$ cat src/pfe_pkg.sv
// Shared types, codes and constants of the postfix expression evaluator.
package pfe_pkg;

  localparam int DATA_W            = 32;
  localparam int SYM_W             = 8;
  localparam int ERR_W             = 2;
  localparam int STACK_DEPTH_DEF   = 16;

  localparam logic [SYM_W-1:0] SYM_ADD   = 8'h2B;
  localparam logic [SYM_W-1:0] SYM_SUB   = 8'h2D;
  localparam logic [SYM_W-1:0] SYM_MUL   = 8'h2A;
  localparam logic [SYM_W-1:0] SYM_DIV   = 8'h2F;
  localparam logic [SYM_W-1:0] SYM_ZERO  = 8'h30;

  localparam logic [DATA_W-1:0] EMPTY_VALUE = {DATA_W{1'b1}};

  localparam logic [ERR_W-1:0] ERR_NONE  = 2'd0;
  localparam logic [ERR_W-1:0] ERR_UNDER = 2'd1;
  localparam logic [ERR_W-1:0] ERR_OVER  = 2'd2;
  localparam logic [ERR_W-1:0] ERR_DIVZ  = 2'd3;

  typedef enum logic [3:0] {
    ST_IDLE,
    ST_DECODE,
    ST_POP_R,
    ST_CAP_R,
    ST_POP_L,
    ST_CAP_L,
    ST_EXEC,
    ST_DIV,
    ST_PUSH,
    ST_PUSH_SYM,
    ST_FIN_POP,
    ST_FIN_CAP,
    ST_EMIT
  } state_e;

  typedef struct packed {
    logic load;
    logic pop;
    logic cap_right;
    logic cap_left;
    logic alu;
    logic div_start;
    logic div_cap;
    logic push;
    logic push_sym;
    logic emit;
  } cmd_t;

  typedef struct packed {
    logic is_op;
    logic is_div;
    logic last;
    logic div_done;
    logic out_busy;
  } stat_t;

endpackage

$ cat src/pfe_if.sv
// Valid/ready channel interfaces for input symbols and evaluation results.
interface pfe_in_if;
  logic                          valid;
  logic                          ready;
  logic [pfe_pkg::SYM_W-1:0]     symbol;
  logic                          last;

  modport source (output valid, output symbol, output last, input ready);
  modport sink   (input valid, input symbol, input last, output ready);
endinterface

interface pfe_out_if;
  logic                          valid;
  logic                          ready;
  logic signed [pfe_pkg::DATA_W-1:0] value;
  logic [pfe_pkg::ERR_W-1:0]     error;

  modport source (output valid, output value, output error, input ready);
  modport sink   (input valid, input value, input error, output ready);
endinterface

$ cat src/pfe_divider.sv
// Iterative restoring divider of unsigned magnitudes, one quotient bit a cycle.
module pfe_divider (
  input  logic                        clk_i,
  input  logic                        rst_ni,
  input  logic                        start_i,
  input  logic [pfe_pkg::DATA_W-1:0]  dividend_i,
  input  logic [pfe_pkg::DATA_W-1:0]  divisor_i,
  output logic                        done_o,
  output logic [pfe_pkg::DATA_W-1:0]  quotient_o
);

  localparam int DW     = pfe_pkg::DATA_W;
  localparam int STEP_W = $clog2(DW);

  logic              busy_q, busy_d;
  logic              done_q, done_d;
  logic [STEP_W-1:0] step_q, step_d;
  logic [DW-1:0]     rem_q, rem_d;
  logic [DW-1:0]     quo_q, quo_d;
  logic [DW-1:0]     dsr_q, dsr_d;
  logic [DW:0]       shifted;
  logic [DW:0]       diff;

  always_comb begin
    shifted = {rem_q, quo_q[DW-1]};
    diff    = shifted - {1'b0, dsr_q};
    busy_d  = busy_q;
    done_d  = 1'b0;
    step_d  = step_q;
    rem_d   = rem_q;
    quo_d   = quo_q;
    dsr_d   = dsr_q;
    if (start_i) begin
      busy_d = 1'b1;
      step_d = '0;
      rem_d  = '0;
      quo_d  = dividend_i;
      dsr_d  = divisor_i;
    end else if (busy_q) begin
      if (!diff[DW]) begin
        rem_d = diff[DW-1:0];
        quo_d = {quo_q[DW-2:0], 1'b1};
      end else begin
        rem_d = shifted[DW-1:0];
        quo_d = {quo_q[DW-2:0], 1'b0};
      end
      step_d = step_q + STEP_W'(1);
      if (step_q == STEP_W'(DW - 1)) begin
        busy_d = 1'b0;
        done_d = 1'b1;
      end
    end
  end

  always_ff @(posedge clk_i or negedge rst_ni) begin
    if (!rst_ni) begin
      busy_q <= 1'b0;
      done_q <= 1'b0;
      step_q <= '0;
    end else begin
      busy_q <= busy_d;
      done_q <= done_d;
      step_q <= step_d;
    end
  end

  always_ff @(posedge clk_i) begin
    rem_q <= rem_d;
    quo_q <= quo_d;
    dsr_q <= dsr_d;
  end

  assign done_o     = done_q;
  assign quotient_o = quo_q;

endmodule

$ cat src/pfe_datapath.sv
// Operand stack memory, operand registers, arithmetic and result register.
module pfe_datapath #(
  parameter int STACK_DEPTH = pfe_pkg::STACK_DEPTH_DEF
) (
  input  logic                               clk_i,
  input  logic                               rst_ni,
  input  pfe_pkg::cmd_t                      cmd_i,
  output pfe_pkg::stat_t                     stat_o,
  input  logic [pfe_pkg::SYM_W-1:0]          symbol_i,
  input  logic                               last_i,
  output logic                               out_valid_o,
  input  logic                               out_ready_i,
  output logic signed [pfe_pkg::DATA_W-1:0]  out_value_o,
  output logic [pfe_pkg::ERR_W-1:0]          out_error_o
);

  localparam int DW     = pfe_pkg::DATA_W;
  localparam int CNT_W  = $clog2(STACK_DEPTH + 1);
  localparam int ADDR_W = $clog2(STACK_DEPTH);

  logic [DW-1:0]              stack_mem [STACK_DEPTH];
  logic [CNT_W-1:0]           count_q, count_d;
  logic [pfe_pkg::ERR_W-1:0]  err_q, err_d;
  logic                       out_valid_q, out_valid_d;
  logic [pfe_pkg::SYM_W-1:0]  sym_q;
  logic                       last_q;
  logic                       pop_empty_q;
  logic [DW-1:0]              rd_data_q;
  logic [DW-1:0]              right_q;
  logic [DW-1:0]              left_q;
  logic [DW-1:0]              res_q;
  logic                       div_neg_q;
  logic                       div_zero_q;
  logic [DW-1:0]              out_value_q;
  logic [pfe_pkg::ERR_W-1:0]  out_error_q;

  logic                       empty;
  logic                       full;
  logic [CNT_W-1:0]           count_dec;
  logic [ADDR_W-1:0]          rd_addr;
  logic [ADDR_W-1:0]          wr_addr;
  logic [DW-1:0]              sym_val;
  logic [DW-1:0]              push_val;
  logic [DW-1:0]              product;
  logic [DW-1:0]              mag_l;
  logic [DW-1:0]              mag_r;
  logic [DW-1:0]              quotient;
  logic [DW-1:0]              div_res;
  logic                       div_done;
  logic                       is_op;

  assign empty     = (count_q == '0);
  assign full      = (count_q == CNT_W'(STACK_DEPTH));
  assign count_dec = count_q - CNT_W'(1);
  assign rd_addr   = count_dec[ADDR_W-1:0];
  assign wr_addr   = count_q[ADDR_W-1:0];
  assign sym_val   = {{(DW - pfe_pkg::SYM_W){1'b0}}, sym_q}
                   - {{(DW - pfe_pkg::SYM_W){1'b0}}, pfe_pkg::SYM_ZERO};
  assign push_val  = cmd_i.push_sym ? sym_val : res_q;
  assign product   = left_q * right_q;
  assign mag_l     = left_q[DW-1] ? (DW'(0) - left_q) : left_q;
  assign mag_r     = right_q[DW-1] ? (DW'(0) - right_q) : right_q;
  assign div_res   = div_zero_q ? '0 : (div_neg_q ? (DW'(0) - quotient) : quotient);

  assign is_op = (sym_q == pfe_pkg::SYM_ADD) || (sym_q == pfe_pkg::SYM_SUB) ||
                 (sym_q == pfe_pkg::SYM_MUL) || (sym_q == pfe_pkg::SYM_DIV);

  pfe_divider u_divider (
    .clk_i      (clk_i),
    .rst_ni     (rst_ni),
    .start_i    (cmd_i.div_start),
    .dividend_i (mag_l),
    .divisor_i  (mag_r),
    .done_o     (div_done),
    .quotient_o (quotient)
  );

  always_comb begin
    count_d     = count_q;
    err_d       = err_q;
    out_valid_d = out_valid_q;
    if (out_valid_q && out_ready_i) begin
      out_valid_d = 1'b0;
    end
    if (cmd_i.pop) begin
      if (empty) begin
        if (err_q == pfe_pkg::ERR_NONE) err_d = pfe_pkg::ERR_UNDER;
      end else begin
        count_d = count_dec;
      end
    end
    if (cmd_i.div_start && (right_q == '0) && (err_q == pfe_pkg::ERR_NONE)) begin
      err_d = pfe_pkg::ERR_DIVZ;
    end
    if (cmd_i.push) begin
      if (full) begin
        if (err_q == pfe_pkg::ERR_NONE) err_d = pfe_pkg::ERR_OVER;
      end else begin
        count_d = count_q + CNT_W'(1);
      end
    end
    if (cmd_i.emit) begin
      out_valid_d = 1'b1;
      count_d     = '0;
      err_d       = pfe_pkg::ERR_NONE;
    end
  end

  always_ff @(posedge clk_i or negedge rst_ni) begin
    if (!rst_ni) begin
      count_q     <= '0;
      err_q       <= pfe_pkg::ERR_NONE;
      out_valid_q <= 1'b0;
    end else begin
      count_q     <= count_d;
      err_q       <= err_d;
      out_valid_q <= out_valid_d;
    end
  end

  always_ff @(posedge clk_i) begin
    if (cmd_i.push && !full) begin
      stack_mem[wr_addr] <= push_val;
    end
    rd_data_q <= stack_mem[rd_addr];
  end

  always_ff @(posedge clk_i) begin
    if (cmd_i.load) begin
      sym_q  <= symbol_i;
      last_q <= last_i;
    end
    if (cmd_i.pop) begin
      pop_empty_q <= empty;
    end
    if (cmd_i.cap_right) begin
      right_q <= pop_empty_q ? pfe_pkg::EMPTY_VALUE : rd_data_q;
    end
    if (cmd_i.cap_left) begin
      left_q <= pop_empty_q ? pfe_pkg::EMPTY_VALUE : rd_data_q;
    end
    if (cmd_i.div_start) begin
      div_neg_q  <= left_q[DW-1] ^ right_q[DW-1];
      div_zero_q <= (right_q == '0);
    end
    if (cmd_i.alu) begin
      case (sym_q)
        pfe_pkg::SYM_ADD: res_q <= left_q + right_q;
        pfe_pkg::SYM_SUB: res_q <= left_q - right_q;
        default:          res_q <= product;
      endcase
    end else if (cmd_i.div_cap) begin
      res_q <= div_res;
    end
    if (cmd_i.emit) begin
      out_value_q <= right_q;
      out_error_q <= err_q;
    end
  end

  assign stat_o.is_op    = is_op;
  assign stat_o.is_div   = (sym_q == pfe_pkg::SYM_DIV);
  assign stat_o.last     = last_q;
  assign stat_o.div_done = div_done;
  assign stat_o.out_busy = out_valid_q;

  assign out_valid_o = out_valid_q;
  assign out_value_o = out_value_q;
  assign out_error_o = out_error_q;

endmodule

$ cat src/pfe_ctrl.sv
// Sequencer that steps the datapath through pops, arithmetic, push and emit.
module pfe_ctrl (
  input  logic            clk_i,
  input  logic            rst_ni,
  input  logic            in_valid_i,
  output logic            in_ready_o,
  input  pfe_pkg::stat_t  stat_i,
  output pfe_pkg::cmd_t   cmd_o
);

  pfe_pkg::state_e state_q, state_d;

  always_ff @(posedge clk_i or negedge rst_ni) begin
    if (!rst_ni) begin
      state_q <= pfe_pkg::ST_IDLE;
    end else begin
      state_q <= state_d;
    end
  end

  always_comb begin
    state_d    = state_q;
    cmd_o      = '0;
    in_ready_o = 1'b0;
    case (state_q)
      pfe_pkg::ST_IDLE: begin
        in_ready_o = 1'b1;
        if (in_valid_i) begin
          cmd_o.load = 1'b1;
          state_d    = pfe_pkg::ST_DECODE;
        end
      end
      pfe_pkg::ST_DECODE: begin
        state_d = stat_i.is_op ? pfe_pkg::ST_POP_R : pfe_pkg::ST_PUSH_SYM;
      end
      pfe_pkg::ST_POP_R: begin
        cmd_o.pop = 1'b1;
        state_d   = pfe_pkg::ST_CAP_R;
      end
      pfe_pkg::ST_CAP_R: begin
        cmd_o.cap_right = 1'b1;
        state_d         = pfe_pkg::ST_POP_L;
      end
      pfe_pkg::ST_POP_L: begin
        cmd_o.pop = 1'b1;
        state_d   = pfe_pkg::ST_CAP_L;
      end
      pfe_pkg::ST_CAP_L: begin
        cmd_o.cap_left = 1'b1;
        state_d        = pfe_pkg::ST_EXEC;
      end
      pfe_pkg::ST_EXEC: begin
        if (stat_i.is_div) begin
          cmd_o.div_start = 1'b1;
          state_d         = pfe_pkg::ST_DIV;
        end else begin
          cmd_o.alu = 1'b1;
          state_d   = pfe_pkg::ST_PUSH;
        end
      end
      pfe_pkg::ST_DIV: begin
        if (stat_i.div_done) begin
          cmd_o.div_cap = 1'b1;
          state_d       = pfe_pkg::ST_PUSH;
        end
      end
      pfe_pkg::ST_PUSH: begin
        cmd_o.push = 1'b1;
        state_d    = stat_i.last ? pfe_pkg::ST_FIN_POP : pfe_pkg::ST_IDLE;
      end
      pfe_pkg::ST_PUSH_SYM: begin
        cmd_o.push     = 1'b1;
        cmd_o.push_sym = 1'b1;
        state_d        = stat_i.last ? pfe_pkg::ST_FIN_POP : pfe_pkg::ST_IDLE;
      end
      pfe_pkg::ST_FIN_POP: begin
        cmd_o.pop = 1'b1;
        state_d   = pfe_pkg::ST_FIN_CAP;
      end
      pfe_pkg::ST_FIN_CAP: begin
        cmd_o.cap_right = 1'b1;
        state_d         = pfe_pkg::ST_EMIT;
      end
      pfe_pkg::ST_EMIT: begin
        if (!stat_i.out_busy) begin
          cmd_o.emit = 1'b1;
          state_d    = pfe_pkg::ST_IDLE;
        end
      end
      default: begin
        state_d = pfe_pkg::ST_IDLE;
      end
    endcase
  end

endmodule

$ cat src/postfix_expression_evaluator_core.sv
// Top level of the postfix expression evaluator: controller plus datapath.
//
//   channel  | dir | payload                 | handshake
//   in_i     | in  | symbol[7:0], last       | valid/ready
//   out_o    | out | value[31:0], error[1:0] | valid/ready
//
// One word at a time: an operand is loaded, decoded and pushed; + - * pop both
// operands, compute and push; / waits on the 32-step restoring divider. A word with
// last then pops the final value and loads the output register.
// Reset clears the stack count, sticky error, controller and output valid.
// A result waiting in the output register stalls only the next emit.
module postfix_expression_evaluator_core #(
  parameter int STACK_DEPTH = pfe_pkg::STACK_DEPTH_DEF
) (
  input  logic      clk_i,
  input  logic      rst_ni,
  pfe_in_if.sink    in_i,
  pfe_out_if.source out_o
);

  pfe_pkg::cmd_t  cmd;
  pfe_pkg::stat_t stat;

  pfe_ctrl u_ctrl (
    .clk_i      (clk_i),
    .rst_ni     (rst_ni),
    .in_valid_i (in_i.valid),
    .in_ready_o (in_i.ready),
    .stat_i     (stat),
    .cmd_o      (cmd)
  );

  pfe_datapath #(
    .STACK_DEPTH (STACK_DEPTH)
  ) u_datapath (
    .clk_i       (clk_i),
    .rst_ni      (rst_ni),
    .cmd_i       (cmd),
    .stat_o      (stat),
    .symbol_i    (in_i.symbol),
    .last_i      (in_i.last),
    .out_valid_o (out_o.valid),
    .out_ready_i (out_o.ready),
    .out_value_o (out_o.value),
    .out_error_o (out_o.error)
  );

endmodule

$ cat src/flat_wrapper.sv
// flat-port wrapper written by rule: the top's interface ports become plain ports
module postfix_expression_evaluator_core_flat 
#(
  parameter int STACK_DEPTH = pfe_pkg::STACK_DEPTH_DEF
)
  (clk_i, rst_ni, in_i_valid, in_i_symbol, in_i_last, in_i_ready, out_o_valid, out_o_value, out_o_error, out_o_ready);
  pfe_in_if in_i_i ();
  pfe_out_if out_o_i ();
  input  logic clk_i;
  input  logic rst_ni;
  input wire logic [$bits(in_i_i.valid)-1:0] in_i_valid;
  input wire logic [$bits(in_i_i.symbol)-1:0] in_i_symbol;
  input wire logic [$bits(in_i_i.last)-1:0] in_i_last;
  output wire logic [$bits(in_i_i.ready)-1:0] in_i_ready;
  output wire logic [$bits(out_o_i.valid)-1:0] out_o_valid;
  output wire logic [$bits(out_o_i.value)-1:0] out_o_value;
  output wire logic [$bits(out_o_i.error)-1:0] out_o_error;
  input wire logic [$bits(out_o_i.ready)-1:0] out_o_ready;
  assign in_i_i.valid = in_i_valid;
  assign in_i_i.symbol = in_i_symbol;
  assign in_i_i.last = in_i_last;
  assign in_i_ready = in_i_i.ready;
  assign out_o_valid = out_o_i.valid;
  assign out_o_value = out_o_i.value;
  assign out_o_error = out_o_i.error;
  assign out_o_i.ready = out_o_ready;
  postfix_expression_evaluator_core #(.STACK_DEPTH(STACK_DEPTH)) u_core (.clk_i(clk_i), .rst_ni(rst_ni), .in_i(in_i_i), .out_o(out_o_i));
endmodule
$ cat config.mk
export PLATFORM = sky130hd
export DESIGN_NAME = postfix_expression_evaluator_core_flat
export DESIGN_NICKNAME = d
export VERILOG_FILES = /design/src/pfe_pkg.sv /design/src/pfe_if.sv /design/src/pfe_divider.sv /design/src/pfe_datapath.sv /design/src/pfe_ctrl.sv /design/src/postfix_expression_evaluator_core.sv /design/src/flat_wrapper.sv
export SDC_FILE = /design/constraint.sdc
export NUM_CORES = 2
export LEC_CHECK = 0
export ABC_AREA = 0
export ABC_CLOCK_PERIOD_IN_PS = 7200
export BUFFER_PORTS_ARGS = -buffer_cell sky130_fd_sc_hd__buf_2
export CORE_MARGIN = 3
export CORE_UTILIZATION = 50
export CTS_BUF_LIST = sky130_fd_sc_hd__clkbuf_4 sky130_fd_sc_hd__clkbuf_8
export DETAILED_ROUTE_END_ITERATION = 6
export MAX_ROUTING_LAYER = met4
export PLACE_DENSITY = 0.67
export SYNTH_ARGS = -nofsm -noshare
export SYNTH_HDL_FRONTEND = slang
export SYNTH_SLANG_ARGS = --single-unit
$ cat constraint.sdc
create_clock -name clk_i -period 7.2 [get_ports clk_i]
set_input_delay 1.8 -clock clk_i [delete_from_list [all_inputs] [get_ports clk_i]]
set_output_delay 1.8 -clock clk_i [all_outputs]
set_load 0.005 [all_outputs]
# Word level (Yosys, flattened, before mapping)
# Memory sizes are Yosys's and may differ from the RTL's. A register that Yosys moved wholly into a read port is not among the register bits.
# Cells that the tools add are included.
[totals] input_bits=13 word_cells=134 ram_bits=512 ff_bits=257 n_memories=1
[memory_table] name="u_core.u_datapath.stack_mem" words=16 word_bits=32 rd=1 rd_clocked_by_memory_dff=1 wr=1 line="pfe_datapath.sv:21" source="logic [DW-1:0] stack_mem [STACK_DEPTH];"
[classes] n_reduce_logical=19 n_eq_ne=21 multipliers=1 mux=60 add_sub_neg=10 n_bitwise=1
[op_table] op="$mux 32" n=10
[op_table] op="$sub 1x32->32 const A" n=3
[op_table] op="$pmux 32 s2" n=1
[op_table] op="$pmux 4 s12" n=1
[op_table] op="$mux 5" n=7
[op_table] op="$sub 33x32->33" n=1
[op_table] op="$add 32x32->32" n=1
[op_table] op="$eq 8x6->1 const B" n=4
[op_table] op="$logic_not 32->1" n=1
[op_table] op="$mul 32x32->32" n=1
[op_table] op="$sub 32x32->32" n=1
[op_table] op="$mux 31" n=1
[op_table] op="$mux 1" n=25
[op_table] op="$mux 4" n=6
[op_table] op="$eq 4x4->1 const B" n=5
[op_table] op="$mux 2" n=9
[op_table] op="$eq 4x3->1 const B" n=4
[op_table] op="$add 5x1->5 const B" n=2
[op_table] op="$eq 5x5->1 const B" n=2
[op_table] op="$sub 8x6->9 const B" n=1
[op_table] op="$eq 4x2->1 const B" n=2
[op_table] op="$ne 2x2->1 const B" n=3
[op_table] op="$reduce_bool 2->1" n=3
[op_table] op="$logic_not 5->1" n=1
[op_table] op="11 further kinds" n=17

# Logic depth before layout (Yosys ltp)
[logic_depth] word_depth=10 depth_mapped=28

# Hierarchy
# A second synthesis with hierarchy kept.
[unflattened] hier_cells=4152 hier_area_um2=51952.3
[by_module_without_submodules] module="pfe_datapath" cells_per_inst=3517 seq_area_each_um2=20479.6 instances=1 area_each_um2=45524.9
[by_module_without_submodules] module="pfe_divider" cells_per_inst=577 seq_area_each_um2=2737.6 instances=1 area_each_um2=5987.0
[by_module_without_submodules] module="pfe_ctrl" cells_per_inst=58 seq_area_each_um2=100.1 instances=1 area_each_um2=440.4

# Worst setup path before layout
# OpenSTA, ideal clock, no wires.
[synth_path] path_kind="reg2reg" from="register u_core.u_datapath.left_q[13]" to="register u_core.u_datapath.res_q[30], data pin" t_arrival_ns=7.095 required_time_ns=6.932 stages_incl_launch_ff=25 slack_ns=-0.163 n_path_buf=2 setup_time_ns=0.268 path_cell_list="edfxtp_1 -> clkbuf_1 -> clkbuf_1 -> and2_1 -> fa_1 -> fa_1 -> fa_1 -> inv_1 -> fa_1 -> inv_1 -> fa_1 -> fa_1 -> fa_1 -> fa_1 -> ha_1 -> a21o_1 -> a21o_1 -> a21o_1 -> a31o_2 -> or3_1 -> o21ai_0 -> o21ai_0 -> xor2_1 -> a32oi_1 -> o31ai_1"
[synth_between] elab_chain_len=3
[synth_rtl] element="start, declared" line="pfe_datapath.sv:30" source="logic [DW-1:0] left_q;"
[synth_rtl] element="start signal, assigned" line="pfe_datapath.sv:140" source="left_q <= pop_empty_q ? pfe_pkg::EMPTY_VALUE : rd_data_q;"
[synth_rtl] element="$mul 32x32->32 (tied with other cells)" line="pfe_datapath.sv:60" source="assign product = left_q * right_q;"
[synth_rtl] element="$pmux 32 s2 (*)" line="pfe_datapath.sv:147" source="case (sym_q)"
[synth_rtl] element="$mux 32 (*)" line="pfe_datapath.sv:146" source="if (cmd_i.alu) begin"
[synth_rtl] element="end signal, assigned" line="pfe_datapath.sv:148" source="pfe_pkg::SYM_ADD: res_q <= left_q + right_q;"
[synth_rtl] element="end signal, assigned" line="pfe_datapath.sv:149" source="pfe_pkg::SYM_SUB: res_q <= left_q - right_q;"
[synth_rtl] element="end signal, assigned" line="pfe_datapath.sv:150" source="default: res_q <= product;"
[synth_rtl] element="end, declared" line="pfe_datapath.sv:31" source="logic [DW-1:0] res_q;"
# Every way passes the cells marked *; elsewhere a longest branch is shown, timed or not.
# A chain may end at the register's enable or synchronous reset.

# Worst setup path in the final report
[layout_path] from="register u_core.u_datapath.left_q[11]" to="register u_core.u_datapath.res_q[30], data pin"
# The elaborated chain is that of the path after synthesis.

==> impl_metrics.json <==
{
  "timing.rr.start": "u_core.u_datapath.left_q[11]",
  "syn_nets": 4720,
  "drive_gt1_share_pct": 18.7,
  "cp.required_ps": 7750,
  "startpoint": "u_core.u_datapath.left_q[11]",
  "crit_fanout": 5,
  "dieHeight_um": 326,
  "core-area_um2": 101000,
  "vias": 33000,
  "hold_viol_final": 0,
  "synth_top_area_share_pct": 42.0,
  "drt-total-wl_um": 137000,
  "drc": 0,
  "final-setup-viol-count": 1,
  "placed_cells": 5511,
  "htree_levels": 4,
  "grt_max_degree": 96,
  "place_ws_ps": -411,
  "nets": 4937,
  "initialDrtViolationCount": 3084,
  "grt_pass1_vias": 33900,
  "path_class": "flip-flop to flip-flop",
  "drv_cap": 0,
  "start_util_pct": 50.8,
  "cts_buffers": 139,
  "num_rows": 116,
  "design_area_um2": 57800,
  "io_buffers": 48,
  "synth_cells": 4099,
  "grt_pass1_wl_um": 208000,
  "placed_area_um2": 54300,
  "overflow": 0,
  "period_share_pct": 100,
  "cts.clk_slew.worst_paths_ps": 70,
  "antenna_found_initial": 7,
  "synth-main-ff-cell": "edfxtp_1",
  "drv_slew": 0,
  "setup_slack_ps": -30.5,
  "synth_top_area_cell": "edfxtp_1",
  "synthTopCellsByArea": "edfxtp_1 42%, fa_1 16%, mux4_2 7.0%",
  "die_w_um": 326,
  "drtPass1Iterations": 6,
  "ys_types": 81,
  "cp-end-kind": "flip-flop",
  "cts_tree": "done",
  "yosysSeqAreaShare_pct": 45.5,
  "ant_nets": 0,
  "fin_cells": 5792,
  "worstSetupStartpointType": "flip-flop",
  "io_pins": 49,
  "skew_ps": 67.5,
  "arrival_ps": 7780,
  "rsz0062_at_grt": "true",
  "status": "complete, but fails checks",
  "dieArea_um2": 106000,
  "clock_sinks": 801,
  "hp-class": "flip-flop to flip-flop",
  "gp_congestion": 0.959,
  "via_per_inst": 5.69,
  "synth-async-reset-ratio_pct": 2.37,
  "clkLatencyLatePin_ps": 850,
  "failed_checks": "setup timing",
  "yosysMostFrequentCell": "edfxtp_1",
  "clk_path_buf_depth": 3,
  "min_from": "u_core.u_datapath.u_divider.rem_q[1]",
  "worst_slew_pin_slew_ps": 1020,
  "relSlewSlack_pct": 32.0,
  "synth_area_um2": 51300,
  "dpl.hpwl_um": 96800,
  "track_usage_pct": 26.9,
  "cts-root-buf": "clkbuf_8",
  "synth-seq-cells": 801,
  "synth_edf_count": 718,
  "yosysWarnings": 0,
  "ys_top_cells_by_count": "718 x edfxtp_1, 437 x inv_1, 435 x nand2_1",
  "avgRoutedWirePerCell_um": 23.6,
  "syn_avg_cell_area_um2": 12.5,
  "timing.fmax_mhz": 138,
  "syn2layout_area_growth_pct": 12.8,
  "period_needed_ps": 7230
}
placed cells by master (no fill, tap or decap), types with 29 or more instances in the layout:
cell type	netlist	layout
buf_2	3	48
fa_1	410	402
a21o_1	40	40
mux2i_1	36	36
o31ai_1	30	29
mux4_2	160	160
buf_4	2	222
o21ai_0	158	149
and2_1	329	307
ha_1	198	188
or2_2	33	33
nand2_1	435	435
xnor2_1	149	146
clkbuf_4	0	58
clkbuf_8	0	157
a21oi_1	107	102
dfxtp_1	64	64
edfxtp_1	718	718
nor2_1	106	103
inv_1	437	433
xor2_1	117	116
worst paths after layout:
path                                                    endpoint  slack (ps)  cells past startpoint
hold / removal              u_core.u_datapath.u_divider.rem_q[1]         480                      2
max in group asynchronous           u_core.u_datapath.count_q[0]        5910                      1
setup reg to reg                     u_core.u_datapath.res_q[30]         -30                     25
min in group asynchronous  u_core.u_datapath.u_divider.step_q[2]         940                      1
hold reg to reg             u_core.u_datapath.u_divider.rem_q[1]         480                      2
setup / recovery                     u_core.u_datapath.res_q[30]         -30                     25
state kept, by name, summed over array words and instances (netlist names), 4 cells and up:
signal                                  cells
u_core.u_datapath.u_divider.dsr_q          32
u_core.u_datapath.out_value_o              32
u_core.u_datapath.u_divider.quotient_o     32
u_core.u_datapath.count_q                   5
u_core.u_ctrl.state_q                       4
u_core.u_datapath.stack_mem               512
u_core.u_datapath.u_divider.step_q          5
u_core.u_datapath.sym_q                     8
u_core.u_datapath.rd_data_q                32
u_core.u_datapath.res_q                    32
u_core.u_datapath.u_divider.rem_q          32
u_core.u_datapath.left_q                   32
u_core.u_datapath.right_q                  32
area by class of cell:
type / instances / area, um2
Fill cell: 8195 / 43000
Multi-Input combinational cell: 2638 / 25900
Sequential cell: 801 / 23300
Clock buffer: 215 / 2600
Timing Repair Buffer: 298 / 2340
Tap cell: 1357 / 1700
Inverter: 438 / 1640
Clock inverter: 41 / 357
Antenna cell: 4 / 10.0
kinds of logic (layout without fill, tap and decap cells):
group                    count (synthesis)  in the layout  share of synthesized area (%)
multiplexers                           203            203                           7.88
XOR/XNOR                               267            267                           4.57
flip-flops                             801            801                           45.5
buffers and inverters                  660            992                           4.85
AND/OR/NAND/NOR                       1082           1082                           10.6
other                                    0              4                              0
AO/OA/AOI/OAI                          478            478                           5.77
adder cells (fa/ha/maj)                608            608                           20.8
through the flow:
step	util, %	setup TNS, ps	hold slack (ps)
2_1_floorplan	-	0	424
4_1_cts	57.0	-3.00	479
3_5_place_dp	53.9	-1020	466
5_1_grt	57.3	-1030	507
3_3_place_gp	53.9	-363	465
6_report	57.3	-30.5	478
metal layers:
| layer | share of wire (%) | global-route usage, % | wire, um | vias to the layer above |
|---|---|---|---|---|
| li1 | - | - | - | 14500 |
| met1 | 41 | 35.4 | 56400 | 16800 |
| met2 | 47 | 41.5 | 64600 | 1303 |
| met3 | 7.9 | 5.57 | 10800 | 285 |
| met4 | 3.5 | 9.96 | 4770 | 0 |
| met5 | 0 | - | 0 | - |
worst max-delay path, stage by stage, from the launching register on:
cell and delay (ps):
edfxtp_1 470, and2_1 210, fa_1 560, fa_1 430, fa_1 500, inv_2 40, fa_1 540, inv_2 50
fa_1 550, inv_2 40, fa_1 480, inv_1 50, fa_2 560, fa_2 460, ha_4 180, a21o_1 160
a21o_1 160, a21o_1 180, a31o_4 230, or3_1 300, o21ai_1 140, buf_4 140, o21ai_2 50, xor2_1 180
a32oi_1 180, o31ai_1 90
repair_timing:
action                     CTS  global route
cloned                       0             0
pin swaps                   29            19
setup buffers               10            11
hold buffers                 0             0
gates resized for setup     24            59
setup endpoints to repair   10            16
Power is not shown: default switching activity piles up to over one toggle a cycle in this logic, so the estimate is an artifact.
